--- config.mk ---
export PLATFORM = sky130hd
export DESIGN_NAME = heartbeat_membership_table_core_flat
export DESIGN_NICKNAME = d
export VERILOG_FILES = /design/src/hw/rtl/hbmt_pkg.sv /design/src/hw/rtl/hbmt_if.sv /design/src/hw/rtl/hbmt_ram.sv /design/src/hw/rtl/hbmt_alu.sv /design/src/hw/rtl/heartbeat_membership_table_core.sv /design/src/flat_wrapper.sv
export SDC_FILE = /design/constraint.sdc
export NUM_CORES = 2
export LEC_CHECK = 0
export BUFFER_PORTS_ARGS = -buffer_cell sky130_fd_sc_hd__buf_2
export CELL_PAD_IN_SITES_DETAIL_PLACEMENT = 1
export CELL_PAD_IN_SITES_GLOBAL_PLACEMENT = 1
export CORE_MARGIN = 2
export CORE_UTILIZATION = 40
export CTS_CLUSTER_DIAMETER = 40
export CTS_CLUSTER_SIZE = 30
export DETAILED_ROUTE_END_ITERATION = 8
export PLACE_DENSITY = 0.64
export SLEW_MARGIN = 40
export SYNTH_ARGS = -nofsm -noshare
export SYNTH_HDL_FRONTEND = slang
export SYNTH_SLANG_ARGS = --single-unit
--- constraint.sdc ---
create_clock -name clk -period 20.3 [get_ports clk]
set_clock_uncertainty 0.1 [all_clocks]
set_input_delay 1.015 -clock clk [delete_from_list [all_inputs] [get_ports clk]]
set_output_delay 1.015 -clock clk [all_outputs]
set_load 0.03 [all_outputs]
--- src/hw/rtl/hbmt_pkg.sv ---
package hbmt_pkg;

	// table geometry
	localparam int TABLE_DEPTH = 16;
	localparam int IDX_W       = (TABLE_DEPTH > 1) ? $clog2(TABLE_DEPTH) : 1;
	localparam int CNT_W       = $clog2(TABLE_DEPTH + 1);

	// field widths
	localparam int ID_W   = 8;
	localparam int PORT_W = 8;
	localparam int HB_W   = 32;
	localparam int TM_W   = 32;
	localparam int WORD_W = 32;
	localparam int TO_W   = 16;
	localparam int EV_W   = 3;

	// configuration port
	localparam int CFG_IDX_W  = 4;
	localparam int CFG_DATA_W = 16;
	localparam logic [CFG_IDX_W-1:0] REG_SELF_ID = CFG_IDX_W'(0);
	localparam logic [CFG_IDX_W-1:0] REG_TIMEOUT = CFG_IDX_W'(1);

	// register reset values
	localparam logic [ID_W-1:0] SELF_ID_RST = ID_W'(1);
	localparam logic [TO_W-1:0] TIMEOUT_RST = TO_W'(25);

	// input kinds
	localparam logic KIND_MERGE = 1'b0;
	localparam logic KIND_TICK  = 1'b1;

	typedef enum logic [EV_W-1:0] {
		EV_UNCHANGED = 3'd0,
		EV_ADDED     = 3'd1,
		EV_REFRESHED = 3'd2,
		EV_IGNORED   = 3'd3,
		EV_DROPPED   = 3'd4,
		EV_TIMEOUT   = 3'd5,
		EV_TICKDONE  = 3'd6
	} event_t;

	typedef enum logic [1:0] {
		ALU_INC = 2'd0,
		ALU_SUB = 2'd1,
		ALU_GT  = 2'd2
	} alu_op_t;

	typedef enum logic [3:0] {
		ST_IDLE,
		ST_M_RD,
		ST_M_CHK,
		ST_T_INC,
		ST_T_FRD,
		ST_T_FCHK,
		ST_T_SELF,
		ST_S_RD,
		ST_S_CHK,
		ST_S_CMP,
		ST_OUT
	} state_t;

	// one table entry as stored in the RAM
	typedef struct packed {
		logic [ID_W-1:0]   id;
		logic [PORT_W-1:0] port;
		logic [HB_W-1:0]   hb;
		logic [TM_W-1:0]   tm;
	} ent_t;

	localparam int ENT_W = $bits(ent_t);

	// one result item
	typedef struct packed {
		event_t            ev;
		logic [ID_W-1:0]   id;
		logic [PORT_W-1:0] port;
		logic [HB_W-1:0]   hb;
		logic              last;
	} res_t;

endpackage

--- src/hw/rtl/hbmt_if.sv ---
// item channel
interface hbmt_item_if import hbmt_pkg::*; ();
	logic              valid;
	logic              ready;
	logic              kind;
	logic [ID_W-1:0]   node_id;
	logic [PORT_W-1:0] node_port;
	logic [HB_W-1:0]   heartbeat;

	modport source (output valid, kind, node_id, node_port, heartbeat, input ready);
	modport sink (input valid, kind, node_id, node_port, heartbeat, output ready);
endinterface

// result channel
interface hbmt_result_if import hbmt_pkg::*; ();
	logic              valid;
	logic              ready;
	logic [EV_W-1:0]   event_res;
	logic [ID_W-1:0]   out_id;
	logic [PORT_W-1:0] out_port;
	logic [HB_W-1:0]   out_heartbeat;
	logic              last;

	modport source (output valid, event_res, out_id, out_port, out_heartbeat, last,
		input ready);
	modport sink (input valid, event_res, out_id, out_port, out_heartbeat, last,
		output ready);
endinterface

// configuration write channel
interface hbmt_cfg_if import hbmt_pkg::*; ();
	logic                  valid;
	logic                  ready;
	logic [CFG_IDX_W-1:0]  index;
	logic [CFG_DATA_W-1:0] data;

	modport source (output valid, index, data, input ready);
	modport sink (input valid, index, data, output ready);
endinterface

--- src/hw/rtl/hbmt_ram.sv ---
module hbmt_ram #(
	parameter int WIDTH = 8,
	parameter int DEPTH = 16,
	localparam int AW = (DEPTH > 1) ? $clog2(DEPTH) : 1
) (
	input  logic             clk,
	input  logic             we,
	input  logic [AW-1:0]    waddr,
	input  logic [WIDTH-1:0] wdata,
	input  logic [AW-1:0]    raddr,
	output logic [WIDTH-1:0] rdata
);

	logic [WIDTH-1:0] mem [DEPTH];

	// one write port, one registered read port
	always_ff @(posedge clk) begin
		if (we) begin
			mem[waddr] <= wdata;
		end
		rdata <= mem[raddr];
	end

endmodule

--- src/hw/rtl/hbmt_alu.sv ---
module hbmt_alu import hbmt_pkg::*; (
	input  alu_op_t           op,
	input  logic [WORD_W-1:0] a,
	input  logic [WORD_W-1:0] b,
	output logic [WORD_W-1:0] y
);

	// shared 32-bit increment / subtract / unsigned compare
	always_comb begin
		case (op)
			ALU_INC: y = a + WORD_W'(1);
			ALU_SUB: y = a - b;
			ALU_GT:  y = {{(WORD_W-1){1'b0}}, (a > b)};
			default: y = '0;
		endcase
	end

endmodule

--- src/hw/rtl/heartbeat_membership_table_core.sv ---
// Heartbeat membership table.
// item: one request per input; kind 0 merges (node_id, node_port, heartbeat)
// into the table, kind 1 is a time tick that ages the table.
// result: every merge gives one result with last = 1; a tick gives one result
// per member that timed out (last = 0, ascending slot order) and then a
// tick-done result with last = 1.
// cfg: register 0 is self_id, register 1 is removal_timeout; always ready.
// One request is worked at a time; item.ready is high only between requests.
// A sequencer walks the entry RAM one slot at a time through one shared
// 32-bit ALU. Merge: used slots are checked until the match, free slots are
// noted, and with no match the lowest free slot is taken. Tick: advance the
// time, find and bump the self entry, then sweep the other live slots.
// Results pass an output register; while the receiver stalls the sequencer
// waits before the next result and resumes when it drains.
// Reset clears the used and tombstone bits, the time and the output valid
// bit, and loads self_id = 1, removal_timeout = 25; no clearing pass is needed.
module heartbeat_membership_table_core import hbmt_pkg::*; (
	input logic          clk,
	input logic          arst_n,
	hbmt_item_if.sink    item,
	hbmt_result_if.source result,
	hbmt_cfg_if.sink     cfg
);

	state_t state_q, state_d;

	logic [CNT_W-1:0] idx_q, idx_d;
	logic [IDX_W-1:0] idx_lo;
	logic             at_end;

	logic             free_vld_q, free_vld_d;
	logic [IDX_W-1:0] free_idx_q, free_idx_d;
	logic             self_vld_q, self_vld_d;
	logic [IDX_W-1:0] self_idx_q, self_idx_d;

	logic [TABLE_DEPTH-1:0] used_q, used_d;
	logic [TABLE_DEPTH-1:0] rem_q, rem_d;
	logic [TM_W-1:0]        ct_q, ct_d;

	logic [ID_W-1:0] self_id_q;
	logic [TO_W-1:0] timeout_q;

	logic [ID_W-1:0]   id_q;
	logic [PORT_W-1:0] port_q;
	logic [HB_W-1:0]   hb_q;

	ent_t              ent_q, ent_d;
	logic [WORD_W-1:0] diff_q, diff_d;
	logic [PORT_W-1:0] self_port_q, self_port_d;
	logic [HB_W-1:0]   self_hb_q, self_hb_d;
	res_t              res_q, res_d;

	logic out_vld_q;
	res_t out_q;
	logic out_load;
	logic slot_free;
	logic accept;

	logic             ram_we;
	logic [IDX_W-1:0] ram_waddr;
	ent_t             ram_wdata;
	logic [ENT_W-1:0] ram_rdata;
	ent_t             rd;

	alu_op_t           alu_op;
	logic [WORD_W-1:0] alu_a, alu_b, alu_y;

	assign idx_lo    = idx_q[IDX_W-1:0];
	assign at_end    = (idx_q == CNT_W'(TABLE_DEPTH));
	assign rd        = ent_t'(ram_rdata);
	assign slot_free = !out_vld_q || result.ready;
	assign accept    = item.valid && item.ready;

	assign item.ready = (state_q == ST_IDLE);
	assign cfg.ready  = 1'b1;

	// entry storage
	hbmt_ram #(.WIDTH(ENT_W), .DEPTH(TABLE_DEPTH)) u_ram (
		.clk   (clk),
		.we    (ram_we),
		.waddr (ram_waddr),
		.wdata (ram_wdata),
		.raddr (idx_lo),
		.rdata (ram_rdata)
	);

	// shared ALU operand select
	always_comb begin
		case (state_q)
			ST_T_INC: begin
				alu_op = ALU_INC;
				alu_a  = ct_q;
				alu_b  = '0;
			end
			ST_T_SELF: begin
				alu_op = ALU_INC;
				alu_a  = ent_q.hb;
				alu_b  = '0;
			end
			ST_S_CHK: begin
				alu_op = ALU_SUB;
				alu_a  = ct_q;
				alu_b  = rd.tm;
			end
			ST_S_CMP: begin
				alu_op = ALU_GT;
				alu_a  = diff_q;
				alu_b  = {{(WORD_W-TO_W){1'b0}}, timeout_q};
			end
			ST_M_CHK: begin
				alu_op = ALU_GT;
				alu_a  = hb_q;
				alu_b  = rd.hb;
			end
			default: begin
				alu_op = ALU_INC;
				alu_a  = '0;
				alu_b  = '0;
			end
		endcase
	end

	hbmt_alu u_alu (
		.op (alu_op),
		.a  (alu_a),
		.b  (alu_b),
		.y  (alu_y)
	);

	// sequencer: next state and strobes
	always_comb begin
		state_d     = state_q;
		idx_d       = idx_q;
		free_vld_d  = free_vld_q;
		free_idx_d  = free_idx_q;
		self_vld_d  = self_vld_q;
		self_idx_d  = self_idx_q;
		used_d      = used_q;
		rem_d       = rem_q;
		ct_d        = ct_q;
		ent_d       = ent_q;
		diff_d      = diff_q;
		self_port_d = self_port_q;
		self_hb_d   = self_hb_q;
		res_d       = res_q;
		out_load    = 1'b0;
		ram_we      = 1'b0;
		ram_waddr   = idx_lo;
		ram_wdata   = '{id: id_q, port: port_q, hb: hb_q, tm: ct_q};

		case (state_q)
			ST_IDLE: begin
				if (item.valid) begin
					idx_d      = '0;
					free_vld_d = 1'b0;
					self_vld_d = 1'b0;
					state_d    = (item.kind == KIND_TICK) ? ST_T_INC : ST_M_RD;
				end
			end

			// merge: search for (id, port), note the lowest free slot
			ST_M_RD: begin
				if (at_end) begin
					state_d = ST_OUT;
					if (free_vld_q) begin
						ram_we             = 1'b1;
						ram_waddr          = free_idx_q;
						used_d[free_idx_q] = 1'b1;
						rem_d[free_idx_q]  = 1'b0;
						res_d = '{ev: EV_ADDED, id: id_q, port: port_q, hb: hb_q, last: 1'b1};
					end else begin
						res_d = '{ev: EV_DROPPED, id: id_q, port: port_q, hb: hb_q, last: 1'b1};
					end
				end else if (used_q[idx_lo]) begin
					state_d = ST_M_CHK;
				end else begin
					if (!free_vld_q) begin
						free_vld_d = 1'b1;
						free_idx_d = idx_lo;
					end
					idx_d = idx_q + CNT_W'(1);
				end
			end

			ST_M_CHK: begin
				if (rd.id == id_q && rd.port == port_q) begin
					state_d = ST_OUT;
					if (rem_q[idx_lo]) begin
						res_d = '{ev: EV_IGNORED, id: id_q, port: port_q, hb: rd.hb, last: 1'b1};
					end else if (alu_y[0]) begin
						ram_we = 1'b1;
						res_d  = '{ev: EV_REFRESHED, id: id_q, port: port_q, hb: hb_q,
							last: 1'b1};
					end else begin
						res_d = '{ev: EV_UNCHANGED, id: id_q, port: port_q, hb: rd.hb,
							last: 1'b1};
					end
				end else begin
					idx_d   = idx_q + CNT_W'(1);
					state_d = ST_M_RD;
				end
			end

			// tick: advance time, then find the self entry
			ST_T_INC: begin
				ct_d    = alu_y;
				state_d = ST_T_FRD;
			end

			ST_T_FRD: begin
				if (at_end) begin
					idx_d   = '0;
					state_d = ST_S_RD;
				end else if (used_q[idx_lo] && !rem_q[idx_lo]) begin
					state_d = ST_T_FCHK;
				end else begin
					idx_d = idx_q + CNT_W'(1);
				end
			end

			ST_T_FCHK: begin
				if (rd.id == self_id_q) begin
					self_vld_d = 1'b1;
					self_idx_d = idx_lo;
					ent_d      = rd;
					state_d    = ST_T_SELF;
				end else begin
					idx_d   = idx_q + CNT_W'(1);
					state_d = ST_T_FRD;
				end
			end

			// bump own heartbeat and stamp the new time
			ST_T_SELF: begin
				ram_we      = 1'b1;
				ram_waddr   = self_idx_q;
				ram_wdata   = '{id: ent_q.id, port: ent_q.port, hb: alu_y, tm: ct_q};
				self_port_d = ent_q.port;
				self_hb_d   = alu_y;
				idx_d       = '0;
				state_d     = ST_S_RD;
			end

			// sweep: tombstone every other live entry past the timeout
			ST_S_RD: begin
				if (at_end) begin
					state_d = ST_OUT;
					res_d   = '{ev: EV_TICKDONE, id: self_id_q,
						port: self_vld_q ? self_port_q : '0,
						hb: self_vld_q ? self_hb_q : '0, last: 1'b1};
				end else if (used_q[idx_lo] && !rem_q[idx_lo]
						&& !(self_vld_q && self_idx_q == idx_lo)) begin
					state_d = ST_S_CHK;
				end else begin
					idx_d = idx_q + CNT_W'(1);
				end
			end

			ST_S_CHK: begin
				ent_d   = rd;
				diff_d  = alu_y;
				state_d = ST_S_CMP;
			end

			ST_S_CMP: begin
				idx_d = idx_q + CNT_W'(1);
				if (alu_y[0]) begin
					rem_d[idx_lo] = 1'b1;
					res_d = '{ev: EV_TIMEOUT, id: ent_q.id, port: ent_q.port, hb: ent_q.hb,
						last: 1'b0};
					state_d = ST_OUT;
				end else begin
					state_d = ST_S_RD;
				end
			end

			// hand the result to the output register
			ST_OUT: begin
				if (slot_free) begin
					out_load = 1'b1;
					state_d  = res_q.last ? ST_IDLE : ST_S_RD;
				end
			end

			default: state_d = ST_IDLE;
		endcase
	end

	// state register
	always_ff @(posedge clk or negedge arst_n) begin
		if (!arst_n) begin
			state_q <= ST_IDLE;
		end else begin
			state_q <= state_d;
		end
	end

	// control registers
	always_ff @(posedge clk or negedge arst_n) begin
		if (!arst_n) begin
			idx_q      <= '0;
			free_vld_q <= 1'b0;
			self_vld_q <= 1'b0;
			used_q     <= '0;
			rem_q      <= '0;
			ct_q       <= '0;
			out_vld_q  <= 1'b0;
		end else begin
			idx_q      <= idx_d;
			free_vld_q <= free_vld_d;
			self_vld_q <= self_vld_d;
			used_q     <= used_d;
			rem_q      <= rem_d;
			ct_q       <= ct_d;
			if (out_load) begin
				out_vld_q <= 1'b1;
			end else if (result.ready) begin
				out_vld_q <= 1'b0;
			end
		end
	end

	// configuration registers
	always_ff @(posedge clk or negedge arst_n) begin
		if (!arst_n) begin
			self_id_q <= SELF_ID_RST;
			timeout_q <= TIMEOUT_RST;
		end else if (cfg.valid) begin
			case (cfg.index)
				REG_SELF_ID: self_id_q <= cfg.data[ID_W-1:0];
				REG_TIMEOUT: timeout_q <= cfg.data[TO_W-1:0];
				default: ;
			endcase
		end
	end

	// payload registers
	always_ff @(posedge clk) begin
		if (accept) begin
			id_q   <= item.node_id;
			port_q <= item.node_port;
			hb_q   <= item.heartbeat;
		end
		free_idx_q  <= free_idx_d;
		self_idx_q  <= self_idx_d;
		ent_q       <= ent_d;
		diff_q      <= diff_d;
		self_port_q <= self_port_d;
		self_hb_q   <= self_hb_d;
		res_q       <= res_d;
		if (out_load) begin
			out_q <= res_q;
		end
	end

	assign result.valid         = out_vld_q;
	assign result.event_res     = EV_W'(out_q.ev);
	assign result.out_id        = out_q.id;
	assign result.out_port      = out_q.port;
	assign result.out_heartbeat = out_q.hb;
	assign result.last          = out_q.last;

`ifndef SYNTHESIS
	// an accepted request always starts the sequencer
	a_accept_leaves_idle: assert property (@(posedge clk) disable iff (!arst_n)
		accept |=> state_q != ST_IDLE)
		else $error("accepted request did not start the sequencer");

	// slots are never freed
	a_used_sticky: assert property (@(posedge clk) disable iff (!arst_n)
		($past(used_q) & ~used_q) == '0)
		else $error("used slot was released");

	// a tombstone only sits on a used slot
	a_rem_in_used: assert property (@(posedge clk) disable iff (!arst_n)
		(rem_q & ~used_q) == '0)
		else $error("tombstone on an unused slot");

	// only timeout results are not the last of their request
	a_last_mark: assert property (@(posedge clk) disable iff (!arst_n)
		out_load |-> (res_q.last == (res_q.ev != EV_TIMEOUT)))
		else $error("last flag does not match the result kind");

	// the slot counter stays within the table
	a_idx_range: assert property (@(posedge clk) disable iff (!arst_n)
		idx_q <= CNT_W'(TABLE_DEPTH))
		else $error("slot counter ran past the table");
`endif

endmodule

--- src/flat_wrapper.sv ---
// flat-port wrapper written by rule: the top's interface ports become plain ports
module heartbeat_membership_table_core_flat import hbmt_pkg::*;
  (clk, arst_n, item_valid, item_kind, item_node_id, item_node_port, item_heartbeat, item_ready, result_valid, result_event_res, result_out_id, result_out_port, result_out_heartbeat, result_last, result_ready, cfg_valid, cfg_index, cfg_data, cfg_ready);
  hbmt_item_if item_i ();
  hbmt_result_if result_i ();
  hbmt_cfg_if cfg_i ();
  input logic clk;
  input logic arst_n;
  input wire logic [$bits(item_i.valid)-1:0] item_valid;
  input wire logic [$bits(item_i.kind)-1:0] item_kind;
  input wire logic [$bits(item_i.node_id)-1:0] item_node_id;
  input wire logic [$bits(item_i.node_port)-1:0] item_node_port;
  input wire logic [$bits(item_i.heartbeat)-1:0] item_heartbeat;
  output wire logic [$bits(item_i.ready)-1:0] item_ready;
  output wire logic [$bits(result_i.valid)-1:0] result_valid;
  output wire logic [$bits(result_i.event_res)-1:0] result_event_res;
  output wire logic [$bits(result_i.out_id)-1:0] result_out_id;
  output wire logic [$bits(result_i.out_port)-1:0] result_out_port;
  output wire logic [$bits(result_i.out_heartbeat)-1:0] result_out_heartbeat;
  output wire logic [$bits(result_i.last)-1:0] result_last;
  input wire logic [$bits(result_i.ready)-1:0] result_ready;
  input wire logic [$bits(cfg_i.valid)-1:0] cfg_valid;
  input wire logic [$bits(cfg_i.index)-1:0] cfg_index;
  input wire logic [$bits(cfg_i.data)-1:0] cfg_data;
  output wire logic [$bits(cfg_i.ready)-1:0] cfg_ready;
  assign item_i.valid = item_valid;
  assign item_i.kind = item_kind;
  assign item_i.node_id = item_node_id;
  assign item_i.node_port = item_node_port;
  assign item_i.heartbeat = item_heartbeat;
  assign item_ready = item_i.ready;
  assign result_valid = result_i.valid;
  assign result_event_res = result_i.event_res;
  assign result_out_id = result_i.out_id;
  assign result_out_port = result_i.out_port;
  assign result_out_heartbeat = result_i.out_heartbeat;
  assign result_last = result_i.last;
  assign result_i.ready = result_ready;
  assign cfg_i.valid = cfg_valid;
  assign cfg_i.index = cfg_index;
  assign cfg_i.data = cfg_data;
  assign cfg_ready = cfg_i.ready;
  heartbeat_membership_table_core u_core (.clk(clk), .arst_n(arst_n), .item(item_i), .result(result_i), .cfg(cfg_i));
endmodule
==> results.md <==
* Status: completed
* Sum Neg Setup Slack at 0 ps
* Post-synth EDFFs at about 1600
* Rel. slew slack at 41.6%
* GRT Residual Overflow at 0
* Worst-Margin Slew at 876 ps
* 1st-pass router iterations at 9
* DRC violations left at 0
* Via density at roughly 5.9
* Pin count of the biggest net entering global routing at 91
* Placer Congestion at around 0.90
* Critical path endpoint category: flip-flop
* Io pins at approximately 130
* CP dominant cell by count: buf_4
* WP buf/inv at 7
* Worst skew pair latency at between 800 and 900 ps
* IO buf count at 127
* Pwr dens at between 150 and 200 mW/mm^2
* Final Hold Vio Count at 0
* Syn nets at roughly 3700
* CTS tree: yes
* Final HPWL DP at approximately 130000 um
* Pleak at around 27 nW
* Pins over their slew limit at 0
* Wirelength, routed at 203000 um
* CTS Sinks at 1740
* Crit-path max cell delay at 800 ps
* Setup crit start kind: flip-flop
* Period minus WS final at 8880 ps
* Mean Syn Cell Area at 19.1 sq um
* Core Area at between 0.15 and 0.2 sq mm
* Area Growth Syn to Fin at 18.3%
* Crit path kind: flip-flop to flip-flop
* Area occupied by multi-input gates at about 0.017 sq mm
* Critical Path RT at 20670 ps
* Yosys reg bits at approximately 1700
* Critical path fanouts, max at 62
* Mapped Cells at between 3000 and 4000
* DIE HEIGHT at roughly 420 um
* Maximum root-to-sink buffer count at 3
* CP Cell Sequence: buf_4 > nand2b_1 > nand2b_4 > clkinv_2 > buf_4 > a221oi_1 > inv_1 > ha_1 > nand2_1 > or4_1 > nor3_1 > a21boi_0 > o31ai_1 > a31o_2 > buf_4 > or4b_1 > a21oi_4 > buf_4 > buf_4
* Max cap viols at 0
* Distinct cells, synth at 88
* GRT Resource Usage Total at between 20% and 30%
* Ys Warns at 0
* Fin nets at between 4000 and 5000
* Fillers at around 16000
* Die footprint at between 0.15 and 0.2 sq mm
* Main synth FF type: edfxtp_1
* Post-layout util at between 40% and 50%
* Clock-pin slew on the worst setup and hold paths at about 50 ps
* Post-route ant nets at 0
* Post-CTS Setup Bufs at 0
* Worst path slowest cell: or4b_1
* Starting Density at 40.3%
* Initial antenna violation count at 13
* CTS hold repair buffers at 0
* Site Rows at between 150 and 200
* Synthesized area at slightly below 0.07 sq mm
* Global-route wire length before repair at ~290000 um
* Fmax at between 0.1 and 0.15 GHz
* CP delay by family, top: buffers and inverters
* RSZ-0062 raised after global routing: no
* Cts repair resizes at 0
* Post-synthesis sequential area ratio at 73.7%
* Crit path DAT at about 9000 ps
* Endpoints failing setup at 0
* Hold crit path type: input port to asynchronous set/reset pin
* DR WL/cell at between 30 and 40 um
* Total CTS buffers at 236
* Initial DRC count at 4483
* Storage element area at 0.0510 sq mm
* Die Wd at 420 um
* Max IR drop VDD at around 0.000081 V
* Vias at 37700
* Root Driver: clkbuf_16
* # H-tree levels at 4
* Fin crit share at approximately 44%
* Synth async-reset ratio at under 10%
* Vias in the first global route at between 30000 and 40000
* Layout cells sized above 1 at roughly 29%
## layout make-up
class / instances / area share [%]
multi-input combinational: 1615 / 21.3
tap: 2310 / 3.54
timing repair buffer: 240 / 2.21
sequential: 1740 / 62.4
inverter: 67 / 0.311
clock buffer: 259 / 7.46
antenna: 3 / 0.00919
clock inverter: 189 / 2.77
## worst paths after layout
check	from	end	slack [ps]	cells past startpoint
min reg2reg	u_core.res_q[43]	u_core.result.out_id[2]	320	0
max in group asynchronous	arst_n	u_core.idx_q[3]	18900	2
max	u_core.state_q[1]	u_core.u_ram.mem[4][45]	11420	19
max reg2reg	u_core.state_q[1]	u_core.u_ram.mem[4][45]	11420	19
min	arst_n	u_core.ct_q[4]	70	1
min in group clk	item_node_port[2]	u_core.port_q[2]	220	1
## power breakdown
part	switching [mW]	total, mW	internal (mW)	leakage (nW)
clock network	1.72	4.29	2.57	4.04
registers	0.423	4.92	4.50	16.2
logic	1.96	3.20	1.23	6.75
total	4.10	12.4	8.31	26.9
## synthesized netlist by cell type, types with 18 or more instances
library cell	number	area share (%)
buf_1	41	0.22
a31oi_1	21	0.19
nand4b_1	18	0.23
xnor2_1	52	0.66
nor2_1	72	0.39
mux2_2	26	0.42
nand3_1	71	0.51
nand2_1	212	1.2
inv_1	65	0.35
xor2_1	21	0.27
a21oi_1	80	0.58
a22o_1	18	0.23
nand2b_1	30	0.27
o21ai_0	139	1.0
a22oi_1	55	0.60
clkbuf_1	136	0.74
o31ai_1	21	0.23
dfxtp_1	80	2.3
o21bai_1	19	0.21
ha_1	37	0.67
nor3_1	21	0.15
mux4_2	410	13
edfxtp_1	1560	68
a222oi_1	33	0.48
nand4_1	22	0.20
dfrtp_1	96	3.5
## flip-flops by register name, indices dropped and copies added (netlist names), 32 cells and up
register	cells
u_core.hb_q	32
u_core.res_q	52
u_core.ct_q	32
u_core.u_ram.mem	1280
u_core.u_ram.rdata	80
u_core.self_hb_q	32
u_core.diff_q	32
u_core.ent_q	48
u_core.result.out_heartbeat	32
## layout by cell type (no fill, tap or decap), types with 27 or more instances in the layout
cell type	Yosys	final
a21oi_1	80	68
a222oi_1	33	33
a22oi_1	55	55
buf_2	17	126
buf_4	5	74
bufinv_16	0	27
clkbuf_16	0	239
dfrtp_1	96	80
dfxtp_1	80	80
edfxtp_1	1560	1560
ha_1	37	37
inv_1	65	63
inv_6	0	39
mux4_2	410	410
nand2_1	212	208
nand2b_1	30	29
nand3_1	71	71
nor2_1	72	67
o21ai_0	139	134
xnor2_1	52	52
## cell families (layout without fill, tap and decap cells)
logic type / count (synthesis) / in the layout / share of synthesized area [%]
flops: 1740 / 1740 / 73.7
simple gates: 561 / 561 / 4.32
compound gates: 492 / 492 / 4.77
mux: 450 / 450 / 14.0
buf+inv: 269 / 755 / 1.55
xor+xnor: 73 / 73 / 0.925
fa+ha+maj: 38 / 38 / 0.699
other cells: 1 / 4 / 0.00543
## through the flow
stage	total power, mW	cells	cell area [sq um]	hold WS, ps	setup slack [ps]
2_1_floorplan	6.81	3624	69100	300	10280
3_3_place_gp	8.09	5954	72900	303	11560
3_5_place_dp	8.15	5962	73200	307	11380
4_1_cts	12.5	6410	81500	4.95	11380
5_1_grt	12.9	6420	81700	63.9	10960
6_report	12.4	6423	81700	67.5	11420
## routing by layer
metal | part of all wire, % | GRT usage (%) | wire, um
met1 | 44 | 34.5 | 89800
met2 | 45 | 34.5 | 92000
met3 | 7.4 | 4.40 | 15100
met4 | 3.1 | 7.61 | 6330
met5 | 0.016 | 0 | 33
No activity file was read; power rests on OpenSTA's default activity.
